$ cat config.mk
export PLATFORM = sky130hd
export DESIGN_NAME = nfc_type2_tag_read_responder_flat
export DESIGN_NICKNAME = d
export VERILOG_FILES = /design/src/rtl/nfcr_pkg.sv /design/src/rtl/nfcr_if.sv /design/src/rtl/nfcr_front.sv /design/src/rtl/nfcr_queue.sv /design/src/rtl/nfcr_back.sv /design/src/rtl/nfc_type2_tag_read_responder.sv /design/src/flat_wrapper.sv
export SDC_FILE = /design/constraint.sdc
export NUM_CORES = 2
export LEC_CHECK = 0
export ABC_CLOCK_PERIOD_IN_PS = 19570
export BUFFER_PORTS_ARGS = -buffer_cell sky130_fd_sc_hd__buf_2
export CORE_MARGIN = 5
export CORE_UTILIZATION = 47
export DETAILED_ROUTE_END_ITERATION = 7
export GPL_TIMING_DRIVEN = 0
export PLACE_DENSITY = 0.66
export SETUP_SLACK_MARGIN = 0.15
export SLEW_MARGIN = 10
export SYNTH_ARGS = -nofsm -noshare
export SYNTH_HDL_FRONTEND = slang
export SYNTH_SLANG_ARGS = --single-unit
$ cat constraint.sdc
create_clock -name clk -period 19.57 [get_ports clk]
set_input_delay 3.914 -clock clk [delete_from_list [all_inputs] [get_ports clk]]
set_output_delay 3.914 -clock clk [all_outputs]
set_load 0.02 [all_outputs]
$ cat src/rtl/nfcr_pkg.sv
// shared constants, types and helper functions of the type 2 tag read responder
package nfcr_pkg;

  localparam int TAG_BYTES    = 144;
  localparam int MSG_CAPACITY = 128;
  localparam int ADDR_W       = $clog2(TAG_BYTES);
  localparam int POS_W        = 11;
  localparam int READ_BYTES   = 16;
  localparam int HDR_BYTES    = 18;
  localparam int MSG_BASE     = 18;
  localparam int Q_DEPTH      = 2;
  localparam int Q_PTR_W      = 1;

  localparam logic [1:0] F_LOAD   = 2'd0;
  localparam logic [1:0] F_FRAME  = 2'd1;
  localparam logic [1:0] F_DETECT = 2'd2;
  localparam logic [1:0] F_LOST   = 2'd3;

  localparam logic [7:0] CMD_READ  = 8'h30;
  localparam logic [7:0] CMD_WRITE = 8'hA2;
  localparam logic [7:0] BCC_SALT  = 8'h88;
  localparam logic [7:0] MAKER_ID  = 8'h04;
  localparam logic [7:0] CC_MAGIC  = 8'hE1;
  localparam logic [7:0] CC_VER    = 8'h10;
  localparam logic [7:0] CC_SIZE   = 8'h10;
  localparam logic [7:0] CC_ACCESS = 8'h00;
  localparam logic [7:0] TLV_NDEF  = 8'h03;
  localparam logic [7:0] TLV_TERM  = 8'hFE;

  localparam logic [7:0] READ_TX_BITS = 8'(READ_BYTES * 8);
  localparam logic [7:0] NAK_TX_BITS  = 8'd4;

  localparam logic [1:0] REG_TAG_UID_ADDR = 2'd0;

  typedef enum logic [2:0] {
    K_DATA   = 3'd0,
    K_NAK    = 3'd1,
    K_LISTEN = 3'd2,
    K_ACCEPT = 3'd3,
    K_REJECT = 3'd4,
    K_EVENT  = 3'd5,
    K_IDLE   = 3'd6
  } kind_t;

  typedef enum logic [1:0] {
    OP_LOAD   = 2'd0,
    OP_READ   = 2'd1,
    OP_RESULT = 2'd2
  } op_code_t;

  typedef struct packed {
    op_code_t            code;
    logic                wr_en;
    logic [ADDR_W-1:0]   wr_pos;
    logic [7:0]          wr_byte;
    logic                last_byte;
    logic                build;
    kind_t               kind;
    logic [7:0]          len;
    logic [23:0]         uid;
    logic [ADDR_W-1:0]   rd_off;
    logic [15:0]         reads;
    logic [15:0]         detects;
    logic [15:0]         losts;
  } op_t;

  // image header byte at step idx, step HDR_BYTES is the terminator
  function automatic logic [7:0] hdr_byte(input logic [4:0] idx, input logic [23:0] uid,
                                          input logic [7:0] len);
    logic [7:0] b;
    case (idx) inside
      5'd0:           b = MAKER_ID;
      5'd1:           b = uid[7:0];
      5'd2:           b = uid[15:8];
      5'd3:           b = MAKER_ID ^ uid[7:0] ^ uid[15:8] ^ uid[23:16] ^ BCC_SALT;
      5'd4:           b = uid[23:16];
      [5'd5:5'd11]:   b = 8'h00;
      5'd12:          b = CC_MAGIC;
      5'd13:          b = CC_VER;
      5'd14:          b = CC_SIZE;
      5'd15:          b = CC_ACCESS;
      5'd16:          b = TLV_NDEF;
      5'd17:          b = len;
      5'(HDR_BYTES):  b = TLV_TERM;
      default:        b = 8'h00;
    endcase
    return b;
  endfunction

endpackage

$ cat src/rtl/nfcr_if.sv
// request and result channel interfaces
interface nfcr_in_if;
  logic        valid;
  logic        ready;
  logic [1:0]  func;
  logic [7:0]  ndef_byte;
  logic        ndef_final;
  logic [7:0]  cmd_byte;
  logic [7:0]  arg_byte;
  logic [10:0] rx_bit_count;

  modport source(output valid, func, ndef_byte, ndef_final, cmd_byte, arg_byte,
                 rx_bit_count, input ready);
  modport sink(input valid, func, ndef_byte, ndef_final, cmd_byte, arg_byte,
               rx_bit_count, output ready);
endinterface

interface nfcr_out_if;
  logic        valid;
  logic        ready;
  logic [2:0]  kind;
  logic [7:0]  data_out;
  logic [7:0]  tx_bits;
  logic        run_last;
  logic [15:0] reads_served;
  logic [15:0] fields_detected;
  logic [15:0] fields_lost;

  modport source(output valid, kind, data_out, tx_bits, run_last, reads_served,
                 fields_detected, fields_lost, input ready);
  modport sink(input valid, kind, data_out, tx_bits, run_last, reads_served,
               fields_detected, fields_lost, output ready);
endinterface

$ cat src/rtl/nfcr_front.sv
// request classifier: owns load index, active flag and counters, emits operations
module nfcr_front
  import nfcr_pkg::*;
(
  input  logic          clk,
  input  logic          rst_n,
  nfcr_in_if.sink       in_if,
  input  logic [23:0]   tag_uid,
  input  logic          q_full,
  output logic          q_push,
  output op_t           q_op
);

  logic [7:0]       li_r, li_nxt;
  logic             active_r, active_nxt;
  logic [15:0]      reads_r, reads_nxt;
  logic [15:0]      det_r, det_nxt;
  logic [15:0]      lost_r, lost_nxt;
  logic             accept;
  logic [POS_W-1:0] pos;
  logic [POS_W-1:0] len;
  logic [POS_W-1:0] off;
  logic             fits;

  assign in_if.ready = !q_full;
  assign accept      = in_if.valid && !q_full;
  assign q_push      = accept;

  assign pos  = POS_W'(li_r) + POS_W'(MSG_BASE);
  assign len  = POS_W'(li_r) + POS_W'(1);
  assign off  = POS_W'({in_if.arg_byte, 2'b00});
  assign fits = (len + POS_W'(4) <= POS_W'(MSG_CAPACITY)) && (len <= POS_W'(255))
             && (len + POS_W'(19) <= POS_W'(TAG_BYTES));

  always_comb begin
    li_nxt     = li_r;
    active_nxt = active_r;
    reads_nxt  = reads_r;
    det_nxt    = det_r;
    lost_nxt   = lost_r;
    q_op           = '0;
    q_op.code      = OP_RESULT;
    q_op.kind      = K_IDLE;
    q_op.uid       = tag_uid;
    q_op.len       = len[7:0];
    q_op.wr_pos    = pos[ADDR_W-1:0];
    q_op.wr_byte   = in_if.ndef_byte;
    q_op.rd_off    = off[ADDR_W-1:0];
    case (in_if.func)
      F_LOAD: begin
        active_nxt     = 1'b0;
        q_op.code      = OP_LOAD;
        q_op.wr_en     = pos < POS_W'(TAG_BYTES);
        q_op.last_byte = in_if.ndef_final;
        if (!in_if.ndef_final) begin
          if (li_r != 8'hFF) begin
            li_nxt = li_r + 8'd1;
          end
        end else begin
          li_nxt     = '0;
          active_nxt = fits;
          q_op.build = fits;
          q_op.kind  = fits ? K_ACCEPT : K_REJECT;
        end
      end
      F_DETECT: begin
        if (active_r) begin
          det_nxt   = det_r + 16'd1;
          q_op.kind = K_EVENT;
        end
      end
      F_LOST: begin
        if (active_r) begin
          lost_nxt  = lost_r + 16'd1;
          q_op.kind = K_EVENT;
        end
      end
      F_FRAME: begin
        if (active_r) begin
          if (in_if.rx_bit_count[10:4] == '0) begin
            q_op.kind = K_LISTEN;
          end else if (in_if.cmd_byte == CMD_READ) begin
            if (off + POS_W'(READ_BYTES) > POS_W'(TAG_BYTES)) begin
              q_op.kind = K_NAK;
            end else begin
              reads_nxt = reads_r + 16'd1;
              q_op.code = OP_READ;
              q_op.kind = K_DATA;
            end
          end else if (in_if.cmd_byte == CMD_WRITE) begin
            q_op.kind = K_NAK;
          end else begin
            q_op.kind = K_LISTEN;
          end
        end
      end
      default: begin
        q_op.kind = K_IDLE;
      end
    endcase
    q_op.reads   = reads_nxt;
    q_op.detects = det_nxt;
    q_op.losts   = lost_nxt;
  end

  always_ff @(posedge clk) begin
    if (!rst_n) begin
      li_r     <= '0;
      active_r <= 1'b0;
      reads_r  <= '0;
      det_r    <= '0;
      lost_r   <= '0;
    end else if (accept) begin
      li_r     <= li_nxt;
      active_r <= active_nxt;
      reads_r  <= reads_nxt;
      det_r    <= det_nxt;
      lost_r   <= lost_nxt;
    end
  end

endmodule

$ cat src/rtl/nfcr_queue.sv
// short operation queue between classifier and executor
module nfcr_queue
  import nfcr_pkg::*;
(
  input  logic clk,
  input  logic rst_n,
  input  logic push,
  input  op_t  push_op,
  input  logic pop,
  output op_t  head,
  output logic full,
  output logic empty
);

  op_t                entry_r [Q_DEPTH];
  logic [Q_PTR_W-1:0] wp_r, rp_r;
  logic [Q_PTR_W:0]   cnt_r;
  logic               do_push, do_pop;

  assign full    = cnt_r == (Q_PTR_W+1)'(Q_DEPTH);
  assign empty   = cnt_r == '0;
  assign do_push = push && !full;
  assign do_pop  = pop && !empty;
  assign head    = entry_r[rp_r];

  always_ff @(posedge clk) begin
    if (do_push) begin
      entry_r[wp_r] <= push_op;
    end
  end

  always_ff @(posedge clk) begin
    if (!rst_n) begin
      wp_r  <= '0;
      rp_r  <= '0;
      cnt_r <= '0;
    end else begin
      if (do_push) begin
        wp_r <= wp_r + 1'b1;
      end
      if (do_pop) begin
        rp_r <= rp_r + 1'b1;
      end
      if (do_push && !do_pop) begin
        cnt_r <= cnt_r + 1'b1;
      end else if (do_pop && !do_push) begin
        cnt_r <= cnt_r - 1'b1;
      end
    end
  end

endmodule

$ cat src/rtl/nfcr_back.sv
// operation executor: tag store, image build sweep, read streaming, result register
module nfcr_back
  import nfcr_pkg::*;
(
  input  logic      clk,
  input  logic      rst_n,
  input  logic      q_empty,
  input  op_t       q_head,
  output logic      q_pop,
  nfcr_out_if.source out_if
);

  typedef enum logic [4:0] {
    S_IDLE   = 5'b00001,
    S_WBYTE  = 5'b00010,
    S_BUILD  = 5'b00100,
    S_RESULT = 5'b01000,
    S_READ   = 5'b10000
  } state_t;

  state_t            state_r, state_nxt;
  op_t               op_r, op_nxt;
  logic [4:0]        idx_r, idx_nxt;
  logic [4:0]        iss_r, iss_nxt;
  logic [4:0]        em_r, em_nxt;
  logic              rdv_r, rdv_nxt;

  logic [7:0]        mem [TAG_BYTES];
  logic [TAG_BYTES-1:0] vld_r;
  logic [7:0]        rd_data_r;
  logic              rd_ok_r;
  logic              we, re;
  logic [ADDR_W-1:0] wa, ra;
  logic [7:0]        wd;

  logic              out_valid_r;
  kind_t             out_kind_r;
  logic [7:0]        out_data_r, out_tx_r;
  logic              out_last_r;
  logic [15:0]       out_reads_r, out_det_r, out_lost_r;

  logic              can_load, ld, ld_last;
  kind_t             ld_kind;
  logic [7:0]        ld_data, ld_tx;
  logic              issue, drain;

  assign can_load = !out_valid_r || out_if.ready;
  assign ra       = op_r.rd_off + ADDR_W'(iss_r);
  assign issue    = (state_r == S_READ) && (iss_r != 5'(READ_BYTES)) && (!rdv_r || can_load);
  assign drain    = (state_r == S_READ) && rdv_r && can_load;

  always_comb begin
    state_nxt = state_r;
    op_nxt    = op_r;
    idx_nxt   = idx_r;
    iss_nxt   = iss_r;
    em_nxt    = em_r;
    rdv_nxt   = rdv_r;
    q_pop     = 1'b0;
    we        = 1'b0;
    wa        = op_r.wr_pos;
    wd        = op_r.wr_byte;
    re        = 1'b0;
    ld        = 1'b0;
    ld_kind   = op_r.kind;
    ld_data   = 8'h00;
    ld_tx     = 8'h00;
    ld_last   = 1'b1;
    case (state_r)
      S_IDLE: begin
        if (!q_empty) begin
          q_pop  = 1'b1;
          op_nxt = q_head;
          case (q_head.code)
            OP_LOAD: state_nxt = S_WBYTE;
            OP_READ: begin
              state_nxt = S_READ;
              iss_nxt   = '0;
              em_nxt    = '0;
              rdv_nxt   = 1'b0;
            end
            default: state_nxt = S_RESULT;
          endcase
        end
      end
      S_WBYTE: begin
        we = op_r.wr_en;
        if (!op_r.last_byte) begin
          state_nxt = S_IDLE;
        end else if (op_r.build) begin
          state_nxt = S_BUILD;
          idx_nxt   = '0;
        end else begin
          state_nxt = S_RESULT;
        end
      end
      S_BUILD: begin
        we = 1'b1;
        wd = hdr_byte(idx_r, op_r.uid, op_r.len);
        if (idx_r == 5'(HDR_BYTES)) begin
          // terminator goes right after the message
          wa        = ADDR_W'(MSG_BASE) + ADDR_W'(op_r.len);
          state_nxt = S_RESULT;
        end else begin
          wa      = ADDR_W'(idx_r);
          idx_nxt = idx_r + 5'd1;
        end
      end
      S_RESULT: begin
        if (can_load) begin
          ld        = 1'b1;
          ld_tx     = (op_r.kind == K_NAK) ? NAK_TX_BITS : 8'h00;
          state_nxt = S_IDLE;
        end
      end
      S_READ: begin
        re      = issue;
        ld_kind = K_DATA;
        ld_data = rd_ok_r ? rd_data_r : 8'h00;
        ld_tx   = READ_TX_BITS;
        ld_last = em_r == 5'(READ_BYTES - 1);
        if (drain) begin
          ld     = 1'b1;
          em_nxt = em_r + 5'd1;
          if (ld_last) begin
            state_nxt = S_IDLE;
          end
        end
        if (issue) begin
          iss_nxt = iss_r + 5'd1;
          rdv_nxt = 1'b1;
        end else if (drain) begin
          rdv_nxt = 1'b0;
        end
      end
      default: state_nxt = S_IDLE;
    endcase
  end

  // byte store, registered read
  always_ff @(posedge clk) begin
    if (we) begin
      mem[wa] <= wd;
    end
    if (re) begin
      rd_data_r <= mem[ra];
    end
  end

  // never-written bytes read as zero
  always_ff @(posedge clk) begin
    if (!rst_n) begin
      vld_r   <= '0;
      rd_ok_r <= 1'b0;
    end else begin
      if (we) begin
        vld_r[wa] <= 1'b1;
      end
      if (re) begin
        rd_ok_r <= vld_r[ra];
      end
    end
  end

  always_ff @(posedge clk) begin
    op_r <= op_nxt;
    idx_r <= idx_nxt;
    iss_r <= iss_nxt;
    em_r  <= em_nxt;
    if (ld) begin
      out_kind_r  <= ld_kind;
      out_data_r  <= ld_data;
      out_tx_r    <= ld_tx;
      out_last_r  <= ld_last;
      out_reads_r <= op_r.reads;
      out_det_r   <= op_r.detects;
      out_lost_r  <= op_r.losts;
    end
  end

  always_ff @(posedge clk) begin
    if (!rst_n) begin
      state_r     <= S_IDLE;
      rdv_r       <= 1'b0;
      out_valid_r <= 1'b0;
    end else begin
      state_r <= state_nxt;
      rdv_r   <= rdv_nxt;
      if (ld) begin
        out_valid_r <= 1'b1;
      end else if (out_if.ready) begin
        out_valid_r <= 1'b0;
      end
    end
  end

  assign out_if.valid           = out_valid_r;
  assign out_if.kind            = out_kind_r;
  assign out_if.data_out        = out_data_r;
  assign out_if.tx_bits         = out_tx_r;
  assign out_if.run_last        = out_last_r;
  assign out_if.reads_served    = out_reads_r;
  assign out_if.fields_detected = out_det_r;
  assign out_if.fields_lost     = out_lost_r;

endmodule

$ cat src/rtl/nfc_type2_tag_read_responder.sv
// top level of the read-only type 2 tag responder
//
// requests arrive on in_if (valid/ready): a message byte to load, a reader frame,
// or a field-detected / field-lost event. results leave on out_if (valid/ready),
// one per request, sixteen for a good READ, none for a non-final message byte.
// each result carries the three event counters as they stand after its request.
// the tag uid register sits on the cfg_ apb port at byte address 0 and is
// sampled when the final message byte arrives.
// the front classifies a request in the cycle it is accepted and pushes one
// operation into a two-entry queue; the back pops it once it is idle.
// a simple result passes through the queue and the back's result register; an image
// build adds one store write per header byte and one for the terminator; a READ
// streams its bytes through the single store read port, one byte per cycle while
// the receiver is ready.
// a new request is taken whenever the queue has room, even while a result waits.
// reset (rst_n low, synchronous) clears the counters, the active flag, the load
// index, the store valid bits and the queue; the store reads as zero until written.
// when the receiver stalls, the result register holds, the back stops, and
// the queue fills; in_if.ready drops once both queue entries are taken.
module nfc_type2_tag_read_responder
  import nfcr_pkg::*;
(
  input  logic         clk,
  input  logic         rst_n,
  nfcr_in_if.sink      in_if,
  nfcr_out_if.source   out_if,
  input  logic         cfg_psel,
  input  logic         cfg_penable,
  input  logic         cfg_pwrite,
  input  logic [1:0]   cfg_paddr,
  input  logic [31:0]  cfg_pwdata,
  output logic [31:0]  cfg_prdata,
  output logic         cfg_pready
);

  logic [23:0] uid_r;
  logic        uid_wr;
  logic        q_full, q_empty, q_push, q_pop;
  op_t         push_op, head_op;

  // apb: no wait states, only the uid register is decoded
  assign cfg_pready = 1'b1;
  assign uid_wr     = cfg_psel && cfg_penable && cfg_pwrite && (cfg_paddr == REG_TAG_UID_ADDR);
  assign cfg_prdata = (cfg_paddr == REG_TAG_UID_ADDR) ? 32'(uid_r) : 32'h0;

  always_ff @(posedge clk) begin
    if (!rst_n) begin
      uid_r <= '0;
    end else if (uid_wr) begin
      uid_r <= cfg_pwdata[23:0];
    end
  end

  // classify each request against load index, active flag and counters
  nfcr_front u_front (
    .clk     (clk),
    .rst_n   (rst_n),
    .in_if   (in_if),
    .tag_uid (uid_r),
    .q_full  (q_full),
    .q_push  (q_push),
    .q_op    (push_op)
  );

  // decouples classification from store access and result delivery
  nfcr_queue u_queue (
    .clk     (clk),
    .rst_n   (rst_n),
    .push    (q_push),
    .push_op (push_op),
    .pop     (q_pop),
    .head    (head_op),
    .full    (q_full),
    .empty   (q_empty)
  );

  // store writes, image header sweep, read streaming and result register
  nfcr_back u_back (
    .clk     (clk),
    .rst_n   (rst_n),
    .q_empty (q_empty),
    .q_head  (head_op),
    .q_pop   (q_pop),
    .out_if  (out_if)
  );

endmodule
$ cat src/flat_wrapper.sv
// flat-port wrapper written by rule: the top's interface ports become plain ports
module nfc_type2_tag_read_responder_flat import nfcr_pkg::*;
  (clk, rst_n, cfg_psel, cfg_penable, cfg_pwrite, cfg_paddr, cfg_pwdata, cfg_prdata, cfg_pready, in_if_valid, in_if_func, in_if_ndef_byte, in_if_ndef_final, in_if_cmd_byte, in_if_arg_byte, in_if_rx_bit_count, in_if_ready, out_if_valid, out_if_kind, out_if_data_out, out_if_tx_bits, out_if_run_last, out_if_reads_served, out_if_fields_detected, out_if_fields_lost, out_if_ready);
  nfcr_in_if in_if_i ();
  nfcr_out_if out_if_i ();
  input  logic clk;
  input  logic rst_n;
  input  logic cfg_psel;
  input  logic cfg_penable;
  input  logic cfg_pwrite;
  input  logic [1:0] cfg_paddr;
  input  logic [31:0] cfg_pwdata;
  output logic [31:0] cfg_prdata;
  output logic cfg_pready;
  input wire logic [$bits(in_if_i.valid)-1:0] in_if_valid;
  input wire logic [$bits(in_if_i.func)-1:0] in_if_func;
  input wire logic [$bits(in_if_i.ndef_byte)-1:0] in_if_ndef_byte;
  input wire logic [$bits(in_if_i.ndef_final)-1:0] in_if_ndef_final;
  input wire logic [$bits(in_if_i.cmd_byte)-1:0] in_if_cmd_byte;
  input wire logic [$bits(in_if_i.arg_byte)-1:0] in_if_arg_byte;
  input wire logic [$bits(in_if_i.rx_bit_count)-1:0] in_if_rx_bit_count;
  output wire logic [$bits(in_if_i.ready)-1:0] in_if_ready;
  output wire logic [$bits(out_if_i.valid)-1:0] out_if_valid;
  output wire logic [$bits(out_if_i.kind)-1:0] out_if_kind;
  output wire logic [$bits(out_if_i.data_out)-1:0] out_if_data_out;
  output wire logic [$bits(out_if_i.tx_bits)-1:0] out_if_tx_bits;
  output wire logic [$bits(out_if_i.run_last)-1:0] out_if_run_last;
  output wire logic [$bits(out_if_i.reads_served)-1:0] out_if_reads_served;
  output wire logic [$bits(out_if_i.fields_detected)-1:0] out_if_fields_detected;
  output wire logic [$bits(out_if_i.fields_lost)-1:0] out_if_fields_lost;
  input wire logic [$bits(out_if_i.ready)-1:0] out_if_ready;
  assign in_if_i.valid = in_if_valid;
  assign in_if_i.func = in_if_func;
  assign in_if_i.ndef_byte = in_if_ndef_byte;
  assign in_if_i.ndef_final = in_if_ndef_final;
  assign in_if_i.cmd_byte = in_if_cmd_byte;
  assign in_if_i.arg_byte = in_if_arg_byte;
  assign in_if_i.rx_bit_count = in_if_rx_bit_count;
  assign in_if_ready = in_if_i.ready;
  assign out_if_valid = out_if_i.valid;
  assign out_if_kind = out_if_i.kind;
  assign out_if_data_out = out_if_i.data_out;
  assign out_if_tx_bits = out_if_i.tx_bits;
  assign out_if_run_last = out_if_i.run_last;
  assign out_if_reads_served = out_if_i.reads_served;
  assign out_if_fields_detected = out_if_i.fields_detected;
  assign out_if_fields_lost = out_if_i.fields_lost;
  assign out_if_i.ready = out_if_ready;
  nfc_type2_tag_read_responder u_core (.clk(clk), .rst_n(rst_n), .in_if(in_if_i), .out_if(out_if_i), .cfg_psel(cfg_psel), .cfg_penable(cfg_penable), .cfg_pwrite(cfg_pwrite), .cfg_paddr(cfg_paddr), .cfg_pwdata(cfg_pwdata), .cfg_prdata(cfg_prdata), .cfg_pready(cfg_pready));
endmodule
== Word level (Yosys, flattened, before mapping) ==
Memories as Yosys holds them, arrays and structs flattened. A register that Yosys moved wholly into a read port is not among the register bits.
Index checks and enable logic that the tools add are counted.

* Register bits: 430
* Bits in writable memories: 1372
* Input bits: 79
* Output and inout port bits: 103
* Logic and storage cells: 248
* Memories: 2

{| class="wikitable"
|+ Memories
! name !! depth !! width !! read ports !! clocked after memory_dff !! write ports !! line !! text
|-
| u_core.u_back.mem || 144 || 8 || 1 || 1 || 1 || nfcr_back.sv:28 || <nowiki>logic [7:0] mem [TAG_BYTES];</nowiki>
|-
| u_core.u_queue.entry_r || 2 || 110 || 1 || 1 || 1 || nfcr_queue.sv:15 || <nowiki>op_t entry_r [Q_DEPTH];</nowiki>
|}

* $add $sub $neg: 18
* $lt $le $gt $ge: 10
* Eq/ne operators: 38
* Multiplexer cells: 93
* Bitwise logic cells: 6
* Reductions and logical operators: 45

{| class="wikitable"
|+ Operators by type and width
! kind !! count
|-
| two-way mux 16 bit || 9
|-
| two-way mux 8 bit || 18
|-
| bitwise OR 144 bit || 1
|-
| two-way mux 5 bit || 12
|-
| adder 16 x 1 -> 16 bit, second input constant || 3
|-
| one-hot mux 5 bit (2 select lines) || 4
|-
| equality test 5 x 4 -> 1 bit, second input constant || 6
|-
| one-hot mux 5 bit (5 select lines) || 1
|-
| two-way mux 24 bit || 1
|-
| two-way mux 1 bit || 22
|-
| equality test 5 bit, second input constant || 4
|-
| less-or-equal comparator 10 x 8 -> 1 bit, second input constant || 2
|-
| < comparator 8 x 9 -> 1 bit, second input constant || 2
|-
| two-way mux 2 bit || 9
|-
| two-way mux 3 bit || 6
|-
| logical AND 1 bit || 16
|-
| inequality test 2 bit, second input constant || 8
|-
| one-hot mux 8 bit (2 select lines) || 1
|-
| AND reduction 4 bit || 4
|-
| bitwise XOR 8 bit || 2
|-
| adder 5 x 1 -> 5 bit, second input constant || 3
|-
| equality test 5 x 2 -> 1 bit, second input constant || 3
|-
| two-way mux 4 bit || 3
|-
| adder 10 x 5 -> 11 bit, second input constant || 1
|-
| 44 further kinds || 69
|}

== Longest topological paths before layout ==
* Depth after elaboration: 15
* Depth in mapped cells: 13
* Mapped depth without buffers: 10

== By module ==
From an unflattened synthesis, not the netlist that was laid out.

* Cell total of the unflattened synthesis: 4105
* Area total of the unflattened synthesis: 72422.0 um^2

{| class="wikitable"
|+ Modules (own cells, without submodules)
! module !! instances !! cells each !! area each (um^2) !! sequential area each (um^2)
|-
| nfcr_back || 1 || 2998 || 58381.0 || 43491.7
|-
| nfcr_queue || 1 || 373 || 8311.7 || 6826.5
|-
| nfcr_front || 1 || 591 || 4498.1 || 1141.1
|-
| nfc_type2_tag_read_responder || 1 || 143 || 1231.2 || 480.5
|}

== Least setup slack after synthesis ==
OpenSTA, ideal clock, no wires.

* Path type: register to register
* Start point: register u_core.u_back.idx_r[0]
* End point: memory u_core.u_back.mem[0][4], data pin
* Setup time: 1321 ps
* Arrival: 8105 ps
* Required time: 18249 ps
* Slack: 10144 ps
* Cell stages (with the launch flop): 12
* Period minus slack after synthesis: 9426 ps
* Cells stage by stage: edfxtp_1 > ha_1 > and3_1 > ha_1 > or4b_1 > or2_1 > clkbuf_1 > o32ai_1 > o211ai_1 > o221ai_1 > a22oi_1 > o21ai_0

* Word-level cells in the longest chain between the ends: 15

{| class="wikitable"
|+ RTL lines
! what !! line !! text
|-
| start: declaration || nfcr_back.sv:23 || <nowiki>logic [4:0] idx_r, idx_nxt;</nowiki>
|-
| start signal: assignment || nfcr_back.sv:167 || <nowiki>idx_r <= idx_nxt;</nowiki>
|-
| equality test 5 bit || nfcr_back.sv:99 || <nowiki>wd = hdr_byte(idx_r, op_r.uid, op_r.len);</nowiki>
|-
| two-way mux 8 bit (12 in a row) || nfcr_pkg.sv:71 || <nowiki>case (idx) inside</nowiki>
|-
| two-way mux 8 bit (*) || nfcr_pkg.sv:71 ||
|-
| two-way mux 8 bit (*) || nfcr_back.sv:69 || <nowiki>case (state_r)</nowiki>
|-
| net u_core.u_back.wd[4] || nfcr_back.sv:34 || <nowiki>logic [7:0] wd;</nowiki>
|-
| end: declaration || nfcr_back.sv:28 ||
|}

The timed path passes the listed nets; every way through them passes the cells marked *.

== Final worst setup path ==
* Start point: input cfg_paddr[1]
* End point: output cfg_prdata[10]

* Word-level cells in the longest chain between the ends: 2

{| class="wikitable"
|+ RTL lines
! what !! line !! text
|-
| start: declaration || flat_wrapper.sv:11 || <nowiki>input logic [1:0] cfg_paddr;</nowiki>
|-
| zero test 2 bit || nfc_type2_tag_read_responder.sv:44 || <nowiki>assign cfg_prdata = (cfg_paddr == REG_TAG_UID_ADDR) ? 32'(uid_r) : 32'h0;</nowiki>
|-
| two-way mux 24 bit || nfc_type2_tag_read_responder.sv:44 ||
|-
| end: declaration || flat_wrapper.sv:13 || <nowiki>output logic [31:0] cfg_prdata;</nowiki>
|}

No other way between the ends.

==> impl_metrics.csv <==
group,metric,value,unit
power_and_ir_drop,p_switching,3.47,mW
clocking,htree_levels,4,
hold_path,hold_depth,0,
setup_path,worst_path_most_repeated_cell,"buf_2",
logic_synthesis,yosysWarnings,0,
power_and_ir_drop,p_per_area,137,mW/mm2
power_and_ir_drop,switching_share,0.310,
floorplanning,num_io_pins,182,
setup_path,critPathSlowestCell,"nor2_1",
logic_synthesis,synth_ff_type,"edfxtp_1",
power_and_ir_drop,p_leak,26.8,nW
logic_synthesis,netlist-cell-type-count,101,
final_layout,multi_input_area,0.0183,mm2
logic_synthesis,synthCells,3921,
route,totalWireLength,177000,um
place,numPortBuffers,153,
outcome,status,"finished, final reports clean",
grt,grt_use_met2,0.348,
grt,gr-usage-all-layers,0.222,
final_layout,seq_area,0.0518,mm2
setup_path,path_buf_inv,3,
grt,met3_usage,0.0597,
route,firstDrtPassIters,7,
floorplanning,die_area,0.159,mm2
timing,finalCriticalPeriod,9.20,ns
clocking,clk_latency,0.84,ns
logic_synthesis,synth_area,0.0711,mm2
power_and_ir_drop,clkPwrFrac,0.309,
logic_synthesis,seq_area_frac_synth,0.728,
power_and_ir_drop,peakVddDrop,0.0898,mV
timing,fin_skew,0.0782,ns
timing,hold_viol,0,
hold_path,min_path_type,"reg2reg",
setup_path,path_depth,5,
clocking,clk_pin_slew,0.06,ns
timing,fin_crit_sh,0.470,
clocking,clk_path_buf_depth,3,
final_layout,nets,4420,
clocking,cts_sinks,1803,
setup_path,crit_family,"simple AND/OR/NAND/NOR gates",
floorplanning,coreArea,0.150,mm2
route,routedWlPerCell,27.2,um
route,avgViaCountPerCell,5.87,
floorplanning,start_util,0.474,
floorplanning,die_h,399,um
grt,antenna_found_initial,11,
setup_path,worstPathCellList,"buf_2, nor2_1, clkbuf_1, and2_1, buf_2",
timing,maxSlewViolCount,0,
timing,worst_pin_slew,1.22,ns
route,ant_nets,0,
setup_path,critPathMaxFanout,10,
setup_path,arrival,5.28,ns
setup_path,cp.required,15.66,ns
floorplanning,std_cell_rows,142,
final_layout,final_util,0.544,
final_layout,drive_above_1_share,0.265,
logic_synthesis,synth_area_per_cell,18.1,um2
final_layout,final_common_cell,"edfxtp_1",
grt,grt_pass1_wl,258000,um
timing,maxSlewHeadroom,0.185,
timing,finalSetupTns,0,ns
setup_path,cp-end-kind,"primary output",
setup_path,cpPeakStageDelay,0.44,ns
setup_path,crit_type,"in2out",
grt,overflow,0,
final_layout,mostFrequentLayoutCells,"1565 x edfxtp_1, 334 x mux4_2, 238 x dfxtp_1",
place,gp_congestion,0.917,
floorplanning,die_w,399,um
run,cap_viol_max_count,0,
clocking,post_cts_resized,0,
grt,grt_max_degree,58,
timing,max_freq,109,MHz
final_layout,fill_cells,11565,
grt,use_met1,0.309,
logic_synthesis,synth_edf_count,1565,
clocking,root_buffer,"clkbuf_16",
clocking,numCtsBuffers,181,
place,dpl.hpwl,120000,um
route,vias,38068,
timing,setup_viol,0,
power_and_ir_drop,internal_power,7.74,mW
setup_path,crit_path_start_kind,"input port",
grt,grt_pass1_vias,38101,
clocking,cts_hold_buffers,0,
route,drc,0,
logic_synthesis,synth_seq_cells,1803,
clocking,cts_setup_buffers,0,
final_layout,syn2layout_area_growth,14.9,%
power_and_ir_drop,combPwrFrac,0.256,
logic_synthesis,async_reset_ff_frac,0,
power_and_ir_drop,seqPwrFrac,0.434,
timing,rsz0062_at_grt,"false",
clocking,cts_tree,"built",
setup_path,reg2reg_depth,9,
grt,busiest_layer,"met2",
route,drtIter0Drc,4038,
## path summary, 6_finish.rpt
check                                            start                                        to  slack [ns]
worst max-delay path                      cfg_paddr[1]                            cfg_prdata[10]       10.37
worst min-delay path            u_core.u_back.op_r[30]  u_core.u_back.out_if.fields_detected[14]        0.39
worst max register to register  u_core.u_back.iss_r[2]                u_core.u_back.rd_data_r[2]       14.74
worst min register to register  u_core.u_back.op_r[30]  u_core.u_back.out_if.fields_detected[14]        0.39
## power groups by stage
stage	clock network [mW]	logic, mW	registers [mW]
5_1_grt	3.68	2.99	4.89
6_report	3.47	2.87	4.87
2_1_floorplan	0	1.55	5.06
4_1_cts	3.51	2.83	4.87
3_3_place_gp	0	2.56	5.23
3_5_place_dp	0	2.83	4.95
## sequential cells by signal, indices dropped and copies added, names as in the netlist, 2 cells and up, named ones only
signal	count
u_core.u_back.iss_r	5
u_core.uid_r	24
u_core.u_back.out_if.fields_lost	16
u_core.u_back.op_r	108
u_core.u_back.vld_r	144
u_core.u_front.det_r	16
u_core.u_back.rd_data_r	8
u_core.u_front.li_r	8
u_core.u_back.out_if.tx_bits	2
u_core.u_back.idx_r	5
u_core.u_back.out_if.kind	3
u_core.u_back.state_r	5
u_core.u_back.out_if.data_out	8
u_core.u_queue.cnt_r	2
u_core.u_front.lost_r	16
u_core.u_back.em_r	5
u_core.u_back.out_if.fields_detected	16
u_core.u_back.mem	1152
u_core.u_front.reads_r	16
u_core.u_back.out_if.reads_served	16
u_core.u_queue.entry_r	220
## cell type report
class                   count  share of cell area
multi-input cells        1893               0.224
clock inverters            88              0.0126
clock buffers             246              0.0612
well taps                2016              0.0309
inverters                  32             0.00153
flip-flops and latches   1803               0.633
repair buffers            200              0.0225
diodes                      3           0.0000919
plain buffers             206              0.0141
## metrics by stage
stage               hold WS [ns]  cell area, um2  power [mW]  cells  setup slack, ns
finish                     0.391           81700        11.2   6487            10.37
CTS                        0.383           81700        11.2   6484            10.37
detailed placement         0.405           75700        7.78   6150            10.36
floorplan                  0.400           71200        6.62   3934            10.14
global route               0.397           81700        11.6   6486            10.35
global placement           0.402           74500        7.80   6103             2.31
## worst reg2reg max path: stages (launching register included)
cell      delay [ns]
edfxtp_1        0.47
ha_1            0.26
fa_1            0.47
xnor2_1         0.51
clkbuf_1        0.70
clkbuf_1        0.79
a21oi_1         0.13
o21ai_0         0.84
o311a_1         0.39
o41ai_2         0.09
## cells by family (layout without fill, tap and decap cells)
group           count (synthesis)  count (layout)  share of synthesized area
flops                        1803            1803                      0.728
fa+ha+maj                      24              24                    0.00433
other cells                     2              18                   0.000106
compound gates                500             500                     0.0489
xor+xnor                      122             122                     0.0150
simple gates                  747             747                     0.0561
buf+inv                       238             772                     0.0179
mux                           485             485                      0.130
## synth_stat cells, drive strengths merged, types with 4 or more instances
cell type | n | area (um2)
a2111oi | 4 | 35.0
a211oi | 9 | 67.6
a21oi | 103 | 527
a221oi | 6 | 52.6
a22o | 4 | 35.0
a22oi | 60 | 450
a31oi | 10 | 62.6
and2 | 40 | 253
and3 | 34 | 214
and3b | 4 | 35.0
buf | 129 | 861
clkbuf | 77 | 289
dfxtp | 238 | 4760
edfxtp | 1565 | 47000
ha | 23 | 288
inv | 31 | 116
mux2 | 127 | 1430
mux2i | 21 | 223
mux4 | 337 | 7600
nand2 | 205 | 817
nand2b | 19 | 119
nand3 | 58 | 388
nand3b | 11 | 86.3
nand4 | 9 | 62.6
nor2 | 276 | 1300
nor2b | 12 | 82.6
nor3 | 29 | 196
nor3b | 6 | 45.0
nor4 | 8 | 96.3
o21a | 146 | 1100
o21ai | 61 | 309
o22ai | 47 | 294
o311a | 7 | 70.1
o31ai | 5 | 75.1
o41ai | 8 | 141
or3 | 21 | 131
xnor2 | 48 | 420
xor2 | 74 | 648
## layer usage
metal / vias to the layer above / share of wire
met5: - / 0.00034
met4: 10 / 0.031
met3: 336 / 0.096
met2: 1742 / 0.47
met1: 19640 / 0.40
li1: 16340 / -
Note: power is estimated with default switching activity, not from simulation.
